==> src/sv/categorical_label_normalizer_defines.svh <==
// Assertion helpers shared by the RTL.
`ifndef CATEGORICAL_LABEL_NORMALIZER_DEFINES_SVH
`define CATEGORICAL_LABEL_NORMALIZER_DEFINES_SVH

// Expression must hold at every clock edge out of reset.
`define CLN_ASSERT_ALWAYS(lbl, clk, rstn, expr, msg) \
    lbl: assert property (@(posedge clk) disable iff (!rstn) (expr)) else $error(msg);

// When the antecedent holds, the consequent must hold in the next cycle.
`define CLN_ASSERT_NEXT(lbl, clk, rstn, ante, cons, msg) \
    lbl: assert property (@(posedge clk) disable iff (!rstn) (ante) |=> (cons)) \
        else $error(msg);

`endif

==> src/sv/cln_ram.sv <==
// Simple dual-port RAM, registered read.
module cln_ram #(
    parameter int WIDTH = 32,
    parameter int DEPTH = 64,
    parameter int AW    = 6
) (
    input  logic             aclk,
    input  logic             we,
    input  logic [AW-1:0]    waddr,
    input  logic [WIDTH-1:0] wdata,
    input  logic [AW-1:0]    raddr,
    output logic [WIDTH-1:0] rdata
);

    logic [WIDTH-1:0] mem [DEPTH];

    always_ff @(posedge aclk) begin
        if (we) begin
            mem[waddr] <= wdata;
        end
        rdata <= mem[raddr];
    end

endmodule

==> config.mk <==
export PLATFORM = sky130hd
export DESIGN_NAME = cln_ram
export DESIGN_NICKNAME = d
export VERILOG_FILES = /design/src/sv/categorical_label_normalizer_defines.svh /design/src/sv/cln_ram.sv
export SDC_FILE = /design/constraint.sdc
export NUM_CORES = 2
export LEC_CHECK = 0
export BUFFER_PORTS_ARGS = -buffer_cell sky130_fd_sc_hd__buf_2
export CORE_UTILIZATION = 52
export DETAILED_ROUTE_END_ITERATION = 10
export GPL_TIMING_DRIVEN = 0
export PLACE_DENSITY = 0.75
export SLEW_MARGIN = 20
export SYNTH_ARGS = -nofsm -noshare
export SYNTH_HDL_FRONTEND = slang
export SYNTH_SLANG_ARGS = --single-unit
==> constraint.sdc <==
create_clock -name aclk -period 11.9 [get_ports aclk]
set_input_delay 1.785 -clock aclk [delete_from_list [all_inputs] [get_ports aclk]]
set_output_delay 1.785 -clock aclk [all_outputs]
set_load 0.01 [all_outputs]
# Yosys cells after proc, flatten, opt, wreduce, memory -nomap -nowiden
# Memory sizes are Yosys's and may differ from the RTL's. A register that Yosys moved wholly into a read port is not among the register bits.
# Index checks and enable logic that the tools add are counted.
# totals
romBits,0
mem_bits_rw,2048
memories,1
register_bits,0
elab_cells,3
out_inout_bits,32
latchBits,0
in_bits,46
# memory_table
memory,words,width,read_ports,rd_clocked_by_memory_dff,wr,line_no,text
mem,64,32,1,1,1,cln_ram.sv:15,logic [WIDTH-1:0] mem [DEPTH];
# op_classes
shifts,0
magnitude_cmp,0
div,0
add_sub_neg,0
muxes,2
n_reduce_logical,0
eq_ne,0
bitwise_logic,0
multipliers,0
# ops
op,n
$mux 1,2

# Logic depth before layout (Yosys ltp)
# depth
depth_word,2
ltp_mapped,10
ltp_nobuf,5

# Worst setup path after synthesis
# OpenSTA, ideal clock, no wires.
# synth_path
path_kind,input to register
startpoint,in waddr[3]
endpoint,mem mem[48][0] (enable)
path_buffers,1
t_required_ps,11439
setup_time_ps,461
setup_slack_ps,6955
stages,4
arrival_time_ps,4484
path_cell_list,clkbuf_1 -> nor2b_1 -> nand4b_1 -> nor3_1
# synth_rtl
element,line_no,text
"start, declared",cln_ram.sv:9,"input logic [AW-1:0] waddr,"
"end, declared",cln_ram.sv:15,
# No word-level cell before the write port.

==> impl.org <==
** Clock network
- Quantity of gates resized following cts :: 0
- In this run the clock root is driven by a sky130_fd_sc_hd__clkbuf_16.
- The tree built by TritonCTS fans out to roughly 2100 sinks.
- Hold_buf cts :: 0
- Clock tree from TritonCTS :: yes
- Clock slew at reported path FFs :: roughly 0.060 ns
- The longest clock path from root to sink contains 3 buffers.
- # H-tree levels :: 4
- In this run, CTS created clock tree buffers numbering around 190.
- Clock latency at the later pin of the worst-skew pair :: approximately 0.85 ns
- Number of buffers inserted by post-CTS setup repair :: 0

** Power and ir drop
- VDD sags by at most ~0.00017 V.
- Power density relative to cell area :: about 170 nW/um2
- Post-layout total power :: between 15 and 20 mW
- Total leakage power :: approximately 28 nW

** Setup path
- Worst setup path category :: primary input to flip-flop
- In this design, the critical path's most frequently occurring cell is sky130_fd_sc_hd__buf_2.
- STA puts the critical path data arrival time at approximately 6.3 ns.
- Worst-path cell chain :: buf_2 -> buf_2 -> buf_2 -> buf_1 -> nand3b_1 -> o221ai_1 -> a21oi_1 -> a21oi_1 -> nor2_1
- Slack of the worst reg-to-reg path :: 9.13 ns
- Element type at the critical path start :: primary input
- At the worst endpoint, the required time is around 13 ns.
- The worst setup path is captured at a flip-flop.
- Biggest fanout along the worst timing path :: 10
- Worst path slowest cell :: sky130_fd_sc_hd__buf_1
- For this run, the slowest stage of the critical path takes 0.90 ns.

** Timing
- Worst-case headroom to the max-slew limit :: about 16%
- The clock arrives with about 0.030 ns of skew.
- Across all setup checks in the final design, the least slack found is 6.272 ns.
- Pins over their slew limit :: 0
- The final count of hold timing violations is 0.
- Final min period :: about 5.6 ns
- Highest clock frequency the design can meet :: approximately 180 MHz
- Final worst-path cycle share :: a little under half
- Setup violations remaining at the end of the flow were counted as 0.
- Setup tns final :: 0 ns
- RSZ-0062 raised after global routing :: no
- Slew @ Worst Pin :: 1.263 ns

** Place
- Routability-driven placement finished with a final weighted congestion of about 0.9.
- The count of buffers added on input and output ports is just under 70.
- Post-placement cell count :: around 5500
- Worst setup timing slack at the placement stage :: roughly 5.7 ns
- Summed over all nets, the half-perimeter wirelength after detailed placement is ~150000 um.

** Detailed routing
- The detailed router finished its first iteration with roughly 7500 violations.
- The routed layout has between 40000 and 50000 vias.
- Post-DR vias/cell :: approximately 7.0
- The first TritonRoute pass finished after 9 iterations.
- After detailed routing, the number of remaining DRC violations is 1.
- After detailed routing, the average wire length per cell comes to 41.00 um.
- Final ANT Viol Nets :: 0
- Total Wirelength :: 241300 um

** Outcome
- The final reports fail on DRC.
- Outcome :: complete, but fails checks

** Global route
- The first global-routing pass estimated ~330000 um of wire.
- The via count of the first global-routing pass is 40780.
- Antenna violations before repair :: 16
- Largest net degree at the start of global routing :: 65
- Overflow after GRT :: 0
- Total track usage :: 31.89%

** Yosys
- Library cell with the highest instance count after synthesis :: sky130_fd_sc_hd__edfxtp_1
- The commonest cells after synthesis are sky130_fd_sc_hd__edfxtp_1 (2048), sky130_fd_sc_hd__mux4_2 (544), sky130_fd_sc_hd__nor2_1 (137).
- The number of nets handed over by synthesis was 3370.
- Biggest area consumer among synthesized cells :: sky130_fd_sc_hd__edfxtp_1
- A synthesized cell averages approximately 24 um2.
- #FFs+latches synth :: approximately 2100
- Sequential fraction of the synthesis area :: ~80%
- Cell area after technology mapping :: just under 80000 um2
- For this run, the leading register cell type out of synthesis is sky130_fd_sc_hd__edfxtp_1.
- Main area contributors after synthesis :: sky130_fd_sc_hd__edfxtp_1 (78%), sky130_fd_sc_hd__mux4_2 (16%), sky130_fd_sc_hd__mux2i_1 (1.2%), sky130_fd_sc_hd__dfxtp_1 (0.82%), sky130_fd_sc_hd__o22ai_1 (0.67%)
- Number of warning messages in the yosys log :: 0
- Proportion of register bits with asynchronous set or reset after synthesis :: 0%
- Number of library cell types mapped by synthesis :: 34
- Synthesis produced a netlist whose cell count is approximately 3300.
- Yosys mapped a number of flops with a built-in enable equal to 2048.
- In this run the biggest area consumer among cell types represents a little under 80% of the synthesized area.

** Layout
- Layout cell share with drive strength beyond 1 :: 30.35%
- Final design utilization :: 60.79%
- Once layout is complete, the cells apart from fillers number a little under 6000.
- Final #Nets :: about 3800
- Counting the fill cells in the layout gives between 9000 and 10000.
- Synthesis-to-finish area growth :: 15.96%

** Die
- Die area :: 152500 um2
- The region available for standard cell placement spans between 100000 and 150000 um2.
- For this configuration, the core starts out at a cell density of around 52%.
- Die extent in y :: 390.6 um
- Boundary Pins :: 78
- From left edge to right edge, the die measures 390.6 um.
- Row generation in the floorplan step produced around 140 rows.

** Hold path
- Worst min-delay path class :: flip-flop to flip-flop

** Run
- Max-cap violations :: 0
[cell families (layout without fill, tap and decap cells)]
kind of cell	count (synthesis)	in the layout	synth area share, %
and+or+nand+nor	223	223	1.265
DFF	2080	2080	79.14
AOI/OAI and AO/OA	202	202	1.673
other	0	5	0
buffers and inverters	182	723	1.128
muxes	637	637	16.79
[metal layers]
layer  wire (um)  track usage [%]  vias up
li1            -                -    15030
met1       76740            40.32    21150
met2      106900            47.34     4100
met3       40000            12.02      954
met4       17650            18.75       10
met5          59                0        -
[flip-flops by register name, summed over array words and instances, names as in the netlist]
name and cells:
mem 2048, rdata 32
[area by class of cell]
| cell class | instances | area [um2] | area share [%] |
|---|---|---|---|
| plain buffers | 182 | 905.9 | 0.9950 |
| clock buffers | 249 | 5205 | 5.717 |
| multi-input cells | 1062 | 15970 | 17.54 |
| clock inverters | 96 | 1050 | 1.153 |
| well taps | 2016 | 2522 | 2.771 |
| flip-flops and latches | 2080 | 62140 | 68.25 |
| repair buffers | 196 | 3243 | 3.562 |
| diodes | 5 | 12.51 | 0.01374 |
[placed cells by master (no fill, tap or decap), types with 26 or more instances in the layout]
cell type                      n
sky130_fd_sc_hd__o221ai_1     27
sky130_fd_sc_hd__clkinv_1     39
sky130_fd_sc_hd__nor2_4       62
sky130_fd_sc_hd__nor2_1       75
sky130_fd_sc_hd__o22ai_1      84
sky130_fd_sc_hd__mux4_2      544
sky130_fd_sc_hd__buf_12       64
sky130_fd_sc_hd__mux2i_1      93
sky130_fd_sc_hd__buf_2        98
sky130_fd_sc_hd__buf_16       53
sky130_fd_sc_hd__a21oi_1      62
sky130_fd_sc_hd__dfxtp_1      32
sky130_fd_sc_hd__clkbuf_1    104
sky130_fd_sc_hd__edfxtp_1   2048
sky130_fd_sc_hd__clkbuf_16   197
sky130_fd_sc_hd__buf_4        63
sky130_fd_sc_hd__nand2_1      26
[report_power, final]
| group | total (mW) | internal, mW | switching, mW | leakage (nW) |
|---|---|---|---|---|
| Clock | 6.22 | 3.51 | 2.70 | 3.05 |
| Sequential | 8.13 | 8.11 | 0.0172 | 18.7 |
| Combinational | 0.869 | 0.282 | 0.586 | 6.68 |
[worst paths after layout]
kind | startpoint | endpoint | cells after the start
worst max-delay path | raddr[1] | rdata[19] | 9
worst min-delay path | mem[12][20] | rdata[20] | 4
worst max register to register | mem[6][3] | rdata[3] | 5
worst min register to register | mem[12][20] | rdata[20] | 4
[worst max-delay path: cells and delay by family]
family / cells / cell delay (ns)
buffers and inverters: 4 / 2.10
AO/OA/AOI/OAI: 3 / 1.46
AND/OR/NAND/NOR: 2 / 0.92
[stage by stage]
step / hold WS, ns / area, um2
after floorplan: 0.6632 / 78520
after global placement: 0.8204 / 81380
after detailed placement: 0.8221 / 84720
after CTS: 0.8952 / 90980
after global routing: 0.9144 / 91030
final: 0.9260 / 91040
Power figures use the tool's default switching activity.
